===== config.mk =====
export PLATFORM = sky130hd
export DESIGN_NAME = oetx_sum
export DESIGN_NICKNAME = d
export VERILOG_FILES = /design/src/rtl/core/opportunistic_etx_three_forwarders_core_assert.svh /design/src/rtl/core/oetx_pkg.sv /design/src/rtl/core/oetx_sum.sv
export SDC_FILE = /design/constraint.sdc
export NUM_CORES = 1
export LEC_CHECK = 0
export ABC_AREA = 1
export BUFFER_PORTS_ARGS = -buffer_cell sky130_fd_sc_hd__buf_4
export CAP_MARGIN = 25
export CORE_AREA = 8 8 273 275
export CTS_CLUSTER_SIZE = 40
export DETAILED_ROUTE_END_ITERATION = 7
export DIE_AREA = 0 0 281 283
export PLACE_DENSITY = 0.74
export SLEW_MARGIN = 40
export SYNTH_ARGS = -nofsm -noshare
export SYNTH_HDL_FRONTEND = slang
export SYNTH_SLANG_ARGS = --single-unit

===== constraint.sdc =====
create_clock -name clk -period 3.3 [get_ports clk]
set_clock_uncertainty 0.1 [all_clocks]
set_input_delay 0.33 -clock clk [delete_from_list [all_inputs] [get_ports clk]]
set_output_delay 0.33 -clock clk [all_outputs]
set_load 0.01 [all_outputs]

===== src/rtl/core/opportunistic_etx_three_forwarders_core_assert.svh =====
// ----------------------------------------------------------------------------
// assertion macros for the opportunistic etx core
// each macro expands to one labelled concurrent assertion on clk / rst_n
// ----------------------------------------------------------------------------
`ifndef OPPORTUNISTIC_ETX_THREE_FORWARDERS_CORE_ASSERT_SVH
`define OPPORTUNISTIC_ETX_THREE_FORWARDERS_CORE_ASSERT_SVH

// same-cycle implication
`define OETX_ASSERT_NOW(lbl, ante, cons) \
    lbl: assert property (@(posedge clk) disable iff (!rst_n) (ante) |-> (cons)) \
        else $error("oetx assertion failed");

// next-cycle implication
`define OETX_ASSERT_NEXT(lbl, ante, cons) \
    lbl: assert property (@(posedge clk) disable iff (!rst_n) (ante) |=> (cons)) \
        else $error("oetx assertion failed");

`endif


===== src/rtl/core/oetx_pkg.sv =====
// ----------------------------------------------------------------------------
// oetx_pkg
// shared constants and types of the opportunistic etx core
// ----------------------------------------------------------------------------
`timescale 1ns / 1ps

package oetx_pkg;

    localparam int PROB_FRAC_BITS_DEF = 16;
    localparam int OUT_FRAC_BITS      = 16;
    localparam int OUT_W              = 40;
    localparam int NUM_IN_FIELDS      = 10;
    localparam int NUM_REGIONS        = 7;
    localparam int NUM_TERMS          = 12;
    localparam int SUM_W              = OUT_W + 4;

    localparam logic [OUT_W-1:0] OUT_MAX = {OUT_W{1'b1}};

    // term slots feeding the dividers
    localparam int T_BASE = 0;
    localparam int T_REG0 = 1;   // latency terms of the seven regions start here
    localparam int T_RES0 = 8;   // duplex resource terms of the four shared regions

    // input field slots
    localparam int F_P1   = 0;
    localparam int F_P2   = 1;
    localparam int F_P3   = 2;
    localparam int F_P12  = 3;
    localparam int F_P13  = 4;
    localparam int F_P23  = 5;
    localparam int F_P123 = 6;
    localparam int F_D1   = 7;
    localparam int F_D2   = 8;
    localparam int F_D3   = 9;

    // region slots
    localparam int R_O1   = 0;
    localparam int R_O2   = 1;
    localparam int R_O3   = 2;
    localparam int R_O12  = 3;
    localparam int R_O13  = 4;
    localparam int R_O23  = 5;
    localparam int R_O123 = 6;

    // register index of duplex_mode, taken from paddr[2]
    localparam logic REG_DUPLEX = 1'b0;

    typedef struct packed {
        logic duplex;
        logic unreach;
        logic inf;
    } ctrl_t;

endpackage


===== src/rtl/core/oetx_sum.sv =====
// ----------------------------------------------------------------------------
// oetx_sum
// saturating sum of the divided terms, final clamping and flags
// ----------------------------------------------------------------------------
`timescale 1ns / 1ps

module oetx_sum #(
    parameter int QW = 52
) (
    input  logic                                      clk,
    input  logic                                      rst_n,
    input  logic                                      en,
    input  logic                                      in_valid,
    input  oetx_pkg::ctrl_t                           in_ctrl,
    input  logic [oetx_pkg::NUM_TERMS-1:0][QW-1:0]    quo,
    output logic                                      out_valid,
    output logic [oetx_pkg::OUT_W-1:0]                out_lat,
    output logic [oetx_pkg::OUT_W-1:0]                out_res,
    output logic                                      out_unreach,
    output logic                                      out_sat
);

    localparam int OW = oetx_pkg::OUT_W;
    localparam int TW = OW + 1;
    localparam int SW = oetx_pkg::SUM_W;

    // each term is clamped to one past the maximum before summing
    logic [oetx_pkg::NUM_TERMS-1:0][TW-1:0] t;

    for (genvar i = 0; i < oetx_pkg::NUM_TERMS; i++)
    begin : g_clamp
        if (QW > OW)
        begin : g_wide
            assign t[i] = (quo[i][QW-1:OW] != '0) ? {1'b1, {OW{1'b0}}} : {1'b0, quo[i][OW-1:0]};
        end
        else
        begin : g_narrow
            assign t[i] = TW'(quo[i]);
        end
    end

    logic [SW-1:0]   x1_com_reg, x1_lat_reg, x1_res_reg;
    oetx_pkg::ctrl_t x1_ctrl_reg;
    logic            x1_valid_reg;

    logic [OW-1:0]   x2_lat_reg, x2_lat_next;
    logic [OW-1:0]   x2_res_reg, x2_res_next;
    logic            x2_unreach_reg, x2_sat_reg, x2_sat_next;
    logic            x2_valid_reg;

    always_comb
    begin
        logic [SW-1:0] lat_full, res_full;
        logic          ov_l, ov_r;
        lat_full = x1_com_reg + x1_lat_reg;
        res_full = x1_com_reg + (x1_ctrl_reg.duplex ? x1_res_reg : x1_lat_reg);
        ov_l = lat_full > SW'(oetx_pkg::OUT_MAX);
        ov_r = res_full > SW'(oetx_pkg::OUT_MAX);
        if (x1_ctrl_reg.unreach)
        begin
            x2_lat_next = oetx_pkg::OUT_MAX;
            x2_res_next = oetx_pkg::OUT_MAX;
            x2_sat_next = 1'b0;
        end
        else
        begin
            x2_lat_next = (x1_ctrl_reg.inf || ov_l) ? oetx_pkg::OUT_MAX : lat_full[OW-1:0];
            x2_res_next = (x1_ctrl_reg.inf || ov_r) ? oetx_pkg::OUT_MAX : res_full[OW-1:0];
            x2_sat_next = x1_ctrl_reg.inf || ov_l || ov_r;
        end
    end

    always_ff @(posedge clk or negedge rst_n)
    begin
        if (!rst_n)
        begin
            x1_valid_reg <= 1'b0;
            x2_valid_reg <= 1'b0;
        end
        else if (en)
        begin
            x1_valid_reg <= in_valid;
            x2_valid_reg <= x1_valid_reg;
        end
    end

    always_ff @(posedge clk)
    begin
        if (en)
        begin
            x1_com_reg <= SW'(t[oetx_pkg::T_BASE]) + SW'(t[oetx_pkg::T_REG0])
                        + SW'(t[oetx_pkg::T_REG0+1]) + SW'(t[oetx_pkg::T_REG0+2]);
            x1_lat_reg <= SW'(t[oetx_pkg::T_REG0+3]) + SW'(t[oetx_pkg::T_REG0+4])
                        + SW'(t[oetx_pkg::T_REG0+5]) + SW'(t[oetx_pkg::T_REG0+6]);
            x1_res_reg <= SW'(t[oetx_pkg::T_RES0]) + SW'(t[oetx_pkg::T_RES0+1])
                        + SW'(t[oetx_pkg::T_RES0+2]) + SW'(t[oetx_pkg::T_RES0+3]);
            x1_ctrl_reg <= in_ctrl;

            x2_lat_reg     <= x2_lat_next;
            x2_res_reg     <= x2_res_next;
            x2_sat_reg     <= x2_sat_next;
            x2_unreach_reg <= x1_ctrl_reg.unreach;
        end
    end

    assign out_valid   = x2_valid_reg;
    assign out_lat     = x2_lat_reg;
    assign out_res     = x2_res_reg;
    assign out_unreach = x2_unreach_reg;
    assign out_sat     = x2_sat_reg;

endmodule


==> impl_metrics.env, run 1 <==
export IMPL_drt_iter0_drc=2968
export IMPL_slowest_stage="fa_1"
export IMPL_viasPerCell=5.16
export IMPL_critPathBufInv=7
export IMPL_vias=36454
export IMPL_synthFlopType="edfxtp_1"
export IMPL_synth_top_area_cell="edfxtp_1"
export IMPL_syn_to_final_growth_pct=63.2
export IMPL_fin_crit_sh_pct=114
export IMPL_power_density_nw_per_um2=178
export IMPL_seqCellArea_um2=6480
export IMPL_dieArea_um2=79500
export IMPL_drive_gt1_share_pct=46.0
export IMPL_ys_async_sr_fraction_pct=0.926
export IMPL_yosysTopAreaCellShare_pct=20.0
export IMPL_post_drt_wl_per_cell_um=20.2
export IMPL_cp_top_family="simple AND/OR/NAND/NOR gates"
export IMPL_core_area_um2=70500
export IMPL_fin_ws_ns=-0.461
export IMPL_synth_area_um2=32100
export IMPL_setup_violations=179
export IMPL_hpwl_um=115000
export IMPL_utilization_pct=74.2
export IMPL_slew_headroom_pct=43.8
export IMPL_finalCriticalPeriod_ns=3.76
export IMPL_numPlacedInstances=6907
export IMPL_status="finished, violations left"
export IMPL_globalplace_congestion=1.04
export IMPL_cts_root_buf="clkbuf_16"
export IMPL_overflow=0
export IMPL_holdWs_ns=0.129
export IMPL_grt_max_degree=86
export IMPL_finalWirelength_um=143000
export IMPL_violations="negative setup slack"
export IMPL_synth_seq_cells=216
export IMPL_multi_input_area_um2=26800
export IMPL_hp_class="in -> reg"
export IMPL_ctsHtreeMaxLevel=1
export IMPL_fillers=5071
export IMPL_synth_edf_count=214
export IMPL_power_mw=9.29
export IMPL_post_place_ws_ns=-1.25
export IMPL_synth_area_leaders="edfxtp_1 (20%), fa_1 (15%), inv_1 (14%)"
export IMPL_cp_data_required_time_ns=3.50
export IMPL_crit_path_max_incr_delay_ns=0.48
export IMPL_synth_avg_cell_area_um2=6.95
export IMPL_ios=714
export IMPL_first_pass_iters=5
export IMPL_cts_clk_slew_worst_paths_ns=0.06
export IMPL_grt_use_total_pct=32.8
export IMPL_dieHeight_um=283
export IMPL_synth_fp_nets=5706
export IMPL_start_kind="primary input"
export IMPL_worstPathArrival_ns=3.96
export IMPL_leakagePower_nw=25.9
export IMPL_drc=0
export IMPL_cpMostUsedCell="buf_4"
export IMPL_ant_nets=0
export IMPL_ir_drop_mv=0.429
export IMPL_portBuffers=713
export IMPL_rsz0062_at_grt="true"
export IMPL_maxCapViolations=0
export IMPL_clock_path_buffers=3
export IMPL_clk_latency_ns=0.55
export IMPL_nets=7188
export IMPL_row_count=98
export IMPL_yosysSeqAreaShare_pct=20.2
export IMPL_hold_viol=0
export IMPL_endpoint_kind="register"
export IMPL_antenna_found_initial=3
export IMPL_die_x_um=281
export IMPL_start_util_pct=45.5
export IMPL_syn_inst=4615
export IMPL_numCtsBuffers=24
export IMPL_grt_pass1_wl_um=204000
export IMPL_worstMarginPinSlew_ns=0.841
export IMPL_fmax_mhz=266
export IMPL_slew_viol_final=0
export IMPL_synthDistinctLibCells=46
export IMPL_path_cells="buf_4, nor4_4, and2_4, nand2_4, buf_16, nor2_1, fa_1, inv_1, fa_1, inv_1, ha_4, buf_4, nand2_4, buf_4, nor2_1, nand2_1, nand2_1, nand4_1, nand2_2, buf_4, xor2_1"
export IMPL_cts_tree="yes"
export IMPL_crit_type="in -> reg"
export IMPL_clock_sinks=216
export IMPL_grt_pass1_vias=36270
export IMPL_stdcell_count=7064
export IMPL_yosysWarnings=0
export IMPL_worstPathMaxFanout=6
==> final timing paths <==
kind | startpoint | endpoint | slack, ns | cells after the start
max in group asynchronous | rst_n | out_valid | 2.43 | 3
max reg2reg | x1_ctrl_reg[2] | out_res[31] | -0.12 | 16
min reg2reg | x1_valid_reg | out_valid | 0.42 | 2
min in group asynchronous | rst_n | x1_valid_reg | 0.55 | 3
max | quo[463] | x1_res_reg[26] | -0.46 | 21
min | quo[572] | x1_res_reg[0] | 0.13 | 4
==> cell usage after synthesis, types with 63 or more instances <==
cell	count
nor4_1	69
xnor2_1	63
a21oi_1	233
nor2_1	675
ha_1	212
o21ai_0	134
fa_1	248
edfxtp_1	214
nand2_1	843
inv_1	1212
xor2_1	121
nand3_1	170
==> per-layer routing <==
metal / GRT usage [%] / wire length [um] / vias up / share of wire (%)
met3: 6.72 / 12700 / 329 / 8.9
met5: 0 / 0 / - / 0
met4: 9.61 / 5900 / 0 / 4.1
met1: 43.8 / 57700 / 17249 / 40
li1: - / - / 17155 / -
met2: 53.4 / 66700 / 1721 / 47
==> kinds of logic after synthesis <==
family          Yosys count  synth area share, %
compound gates          511                 8.92
xor+xnor                184                 5.03
fa+ha+maj               460                 23.8
buf+inv                1297                 15.4
flops                   216                 20.2
mux                      42                 1.47
simple gates           1905                 25.2
==> final cells by class <==
cell class,count,share of cell area (%)
Tap cell,950,2.27
Inverter,1231,8.88
Clock buffer,25,1.20
Multi-Input combinational cell,3103,51.2
Clock inverter,15,0.351
Sequential cell,216,12.4
Antenna cell,3,0.0143
Timing Repair Buffer,1521,23.7
==> worst register-to-register path: cells and delay by family, from the launching register on <==
kind | cells | cell delay, ns
buf+inv | 3 | 0.62
flops | 1 | 0.38
fa+ha+maj | 1 | 0.35
mux | 1 | 0.33
simple gates | 11 | 1.38
==> report_power, final <==
group | internal (mW) | switching [mW] | total [mW] | leakage [nW]
clock | 1.68 | 1.13 | 2.81 | 0.385
combinational | 1.44 | 1.75 | 3.19 | 23.6
sequential | 3.14 | 0.143 | 3.29 | 1.97
==> stage by stage <==
step | setup TNS, ns | instance area (um2)
4_1_cts | -16.45 | 49500
3_3_place_gp | -96.42 | 46200
2_1_floorplan | -22.27 | 34900
3_5_place_dp | -101.64 | 46200
6_report | -30.09 | 52300
5_1_grt | -55.41 | 52300
==> cell usage in the layout (no fill, tap or decap), types with 114 or more instances in the layout <==
| master | n |
|---|---|
| nand3_1 | 132 |
| inv_1 | 1026 |
| xor2_1 | 114 |
| nor2_2 | 214 |
| nand2_1 | 710 |
| nor2_1 | 324 |
| a21oi_1 | 115 |
| nor2_4 | 153 |
| edfxtp_1 | 214 |
| buf_4 | 1380 |
| inv_2 | 196 |
| fa_1 | 239 |
==> what timing repair did <==
item | in CTS | in global routing
gates resized for setup | 487 | 556
hold buffers | 6 | 0
setup buffers | 35 | 56
setup endpoints to repair | 144 | 194
endpoints found under the hold margin | 6 | 0
gates cloned | 11 | 8
pin swaps | 115 | 223
(Power assumes the default switching activity.)
==> run 2, diff against run 1 <==
--- a/config.mk
+++ b/config.mk
@@ -5,14 +5,13 @@
 export SDC_FILE = /design/constraint.sdc
 export NUM_CORES = 1
 export LEC_CHECK = 0
-export ABC_AREA = 1
 export BUFFER_PORTS_ARGS = -buffer_cell sky130_fd_sc_hd__buf_4
 export CAP_MARGIN = 25
-export CORE_AREA = 8 8 273 275
+export CORE_AREA = 8 8 268 270
 export CTS_CLUSTER_SIZE = 40
 export DETAILED_ROUTE_END_ITERATION = 7
-export DIE_AREA = 0 0 281 283
-export PLACE_DENSITY = 0.74
+export DIE_AREA = 0 0 276 278
+export PLACE_DENSITY = 0.7
 export SLEW_MARGIN = 40
 export SYNTH_ARGS = -nofsm -noshare
 export SYNTH_HDL_FRONTEND = slang
==> impl_metrics.env, run 2 <==
export IMPL_status="finished, violations left"
export IMPL_violations="negative setup slack"
export IMPL_power_density_nw_per_um2=200
export IMPL_syn_inst=3200
export IMPL_setup_violations=188
export IMPL_drt_iter0_drc=1801
export IMPL_grt_use_total_pct=27.4
export IMPL_hp_start="quo[572]"
export IMPL_globalplace_congestion=0.988
export IMPL_slowest_stage="or4_4"
export IMPL_dieArea_um2=76700
export IMPL_endpoint_kind="register"
export IMPL_r2r_start="x1_ctrl_reg[2]"
export IMPL_crit_type="in -> reg"
export IMPL_worstPathArrival_ns=4.78
export IMPL_stdcell_count=5646
export IMPL_cp_data_required_time_ns=3.49
export IMPL_min_to="x1_res_reg[0]"
export IMPL_cts_clk_slew_worst_paths_ns=0.06
export IMPL_worstPathMaxFanout=6
export IMPL_synth_area_um2=28000
export IMPL_drive_gt1_share_pct=46.5
export IMPL_cts_root_buf="clkbuf_16"
export IMPL_post_drt_wl_per_cell_um=20.1
export IMPL_portBuffers=713
export IMPL_fillers=5296
export IMPL_hold_viol=0
export IMPL_cts_tree="yes"
export IMPL_hold_path_depth=3
export IMPL_clk_latency_ns=0.54
export IMPL_r2r_end="out_res[27]"
export IMPL_hpwl_um=92300
export IMPL_holdWs_ns=0.178
export IMPL_slew_viol_final=0
export IMPL_rsz0062_at_grt="true"
export IMPL_finalCriticalPeriod_ns=4.58
export IMPL_core_area_um2=67700
export IMPL_maxCapViolations=0
export IMPL_ios=714
export IMPL_worstMarginPinSlew_ns=0.795
export IMPL_r2r_cells=18
export IMPL_yosys_top_cells_count="inv_1 (519), and2_1 (354), nand2_1 (333), fa_1 (248), a21oi_1 (218)"
export IMPL_ys_async_sr_fraction_pct=0.926
export IMPL_overflow=0
export IMPL_slew_headroom_pct=47.0
export IMPL_synthDistinctLibCells=75
export IMPL_drc=0
export IMPL_row_count=96
export IMPL_fin_crit_sh_pct=139
export IMPL_path_cells="buf_4, nor4_2, and3_4, buf_12, and2_4, fa_1, inv_1, fa_1, inv_2, ha_4, inv_2, fa_2, nor2b_4, o31a_1, o211ai_1, or4_4, a41oi_4, a41o_1, nor2b_4, a21oi_2, a31o_2, xnor2_1"
export IMPL_start_kind="primary input"
export IMPL_grt_pass1_wl_um=168000
export IMPL_numPlacedInstances=5471
export IMPL_post_place_ws_ns=-1.83
export IMPL_synth_fp_nets=4291
export IMPL_ir_drop_mv=0.343
export IMPL_crit_path_max_incr_delay_ns=0.48
export IMPL_yosysSeqAreaShare_pct=23.1
export IMPL_hp_class="in -> reg"
export IMPL_first_pass_iters=5
export IMPL_nets=5837
export IMPL_dieHeight_um=278
export IMPL_reg2reg_slack_ns=-0.94
export IMPL_grt_max_degree=88
export IMPL_start_util_pct=41.4
export IMPL_grt_pass1_vias=30119
export IMPL_yosysWarnings=0
export IMPL_synth_top_area_cell="edfxtp_1"
export IMPL_viasPerCell=5.12
export IMPL_numCtsBuffers=23
export IMPL_clock_path_buffers=3
export IMPL_synthFlopType="edfxtp_1"
export IMPL_fin_ws_ns=-1.28
export IMPL_synth_avg_cell_area_um2=8.76
export IMPL_synth_seq_cells=216
export IMPL_synth_most_common_cell="inv_1"
export IMPL_syn_to_final_growth_pct=63.5
export IMPL_leakagePower_nw=22.6
export IMPL_layout_cells_most_common="buf_4"
export IMPL_ctsHtreeMaxLevel=1
export IMPL_clock_sinks=216
export IMPL_fmax_mhz=218
export IMPL_yosysTopAreaCellShare_pct=22.9
export IMPL_final_cell_mix="buf_4 (1427), inv_1 (480), and2_1 (298)"
export IMPL_synth_area_leaders="edfxtp_1 (23%), fa_1 (18%), ha_1 (9.5%)"
export IMPL_vias=28886
export IMPL_die_x_um=276
export IMPL_antenna_found_initial=6
export IMPL_finalWirelength_um=113000
export IMPL_ant_nets=0
export IMPL_synth_edf_count=214
## run 2: cell count changes after synthesis, moves of 41 or more
cell	delta
and2_1	+341
nor2_1	-572
clkbuf_1	+41
nand2_1	-510
xnor2_1	+57
nand3_1	-131
a21o_1	+65
nand3_2	-42
inv_1	-693
xor2_1	-63
## run 2: layout make-up
type	count	area, um2	area share (%)
diodes	1	2.50	0.00546
clock buffers	24	579	1.26
clock inverters	18	180	0.393
inverters	519	1950	4.26
multi-input cells	2376	22300	48.6
flip-flops and latches	216	6480	14.1
well taps	882	1100	2.41
repair buffers	1610	13300	29.0
## run 2: metal layers
metal | global-route usage (%) | routed length (um)
met5 | 0 | 0
met1 | 35.4 | 47100
met2 | 49.0 | 56700
met3 | 3.78 | 6790
met4 | 5.08 | 2810
## run 2: kinds of logic after synthesis
family / Yosys count / synth area share (%)
fa+ha+maj: 460 / 27.2
mux: 49 / 1.95
xor+xnor: 178 / 5.56
flops: 216 / 23.1
buf+inv: 608 / 8.23
simple gates: 1041 / 19.2
compound gates: 648 / 14.8
## run 2: stage by stage
step                      util [%]  total power [mW]  instance area [um2]  setup TNS [ns]
after floorplan                  -              4.41                28700          -96.81
after global placement        60.0              6.08                40600         -191.43
after detailed placement      60.0              6.10                40600         -198.07
after CTS                     65.1              8.97                44100         -121.35
after global routing          67.7              9.51                45800         -159.43
final                         67.7              9.16                45800         -137.10
## run 2: how the worst max path moves through the flow
stage               slack, ns     start             end
floorplan               -1.40  quo[249]  x1_lat_reg[41]
global placement        -1.75  quo[253]  x1_lat_reg[41]
detailed placement      -1.83  quo[248]  x1_lat_reg[41]
CTS                     -1.04  quo[354]  x1_lat_reg[41]
global route            -1.36  quo[361]  x1_lat_reg[41]
finish                  -1.28  quo[361]  x1_lat_reg[41]
## run 2: worst max-delay path: cells and delay by family
family | cells | cell delay, ns
XOR/XNOR | 1 | 0.12
AND/OR/NAND/NOR | 6 | 1.48
AO/OA/AOI/OAI | 6 | 1.08
buffers and inverters | 5 | 0.43
adder cells (fa/ha/maj) | 4 | 1.31
## run 2: report_power, final
part / leakage (nW) / switching, mW / total [mW] / internal (mW)
Sequential: 1.98 / 0.151 / 3.31 / 3.15
Clock: 0.372 / 1.13 / 2.64 / 1.52
Combinational: 20.3 / 1.46 / 3.21 / 1.74
Total: 22.6 / 2.74 / 9.16 / 6.42
## run 2: repair_timing
| item | CTS | global route |
|---|---|---|
| buffers inserted | 94 | 62 |
| endpoints found under the setup margin | 188 | 193 |
| resized for setup | 368 | 379 |
| pin swaps | 149 | 204 |
| hold buffers | 6 | 0 |
| gates cloned | 16 | 2 |
| hold endpoints to repair | 6 | 0 |
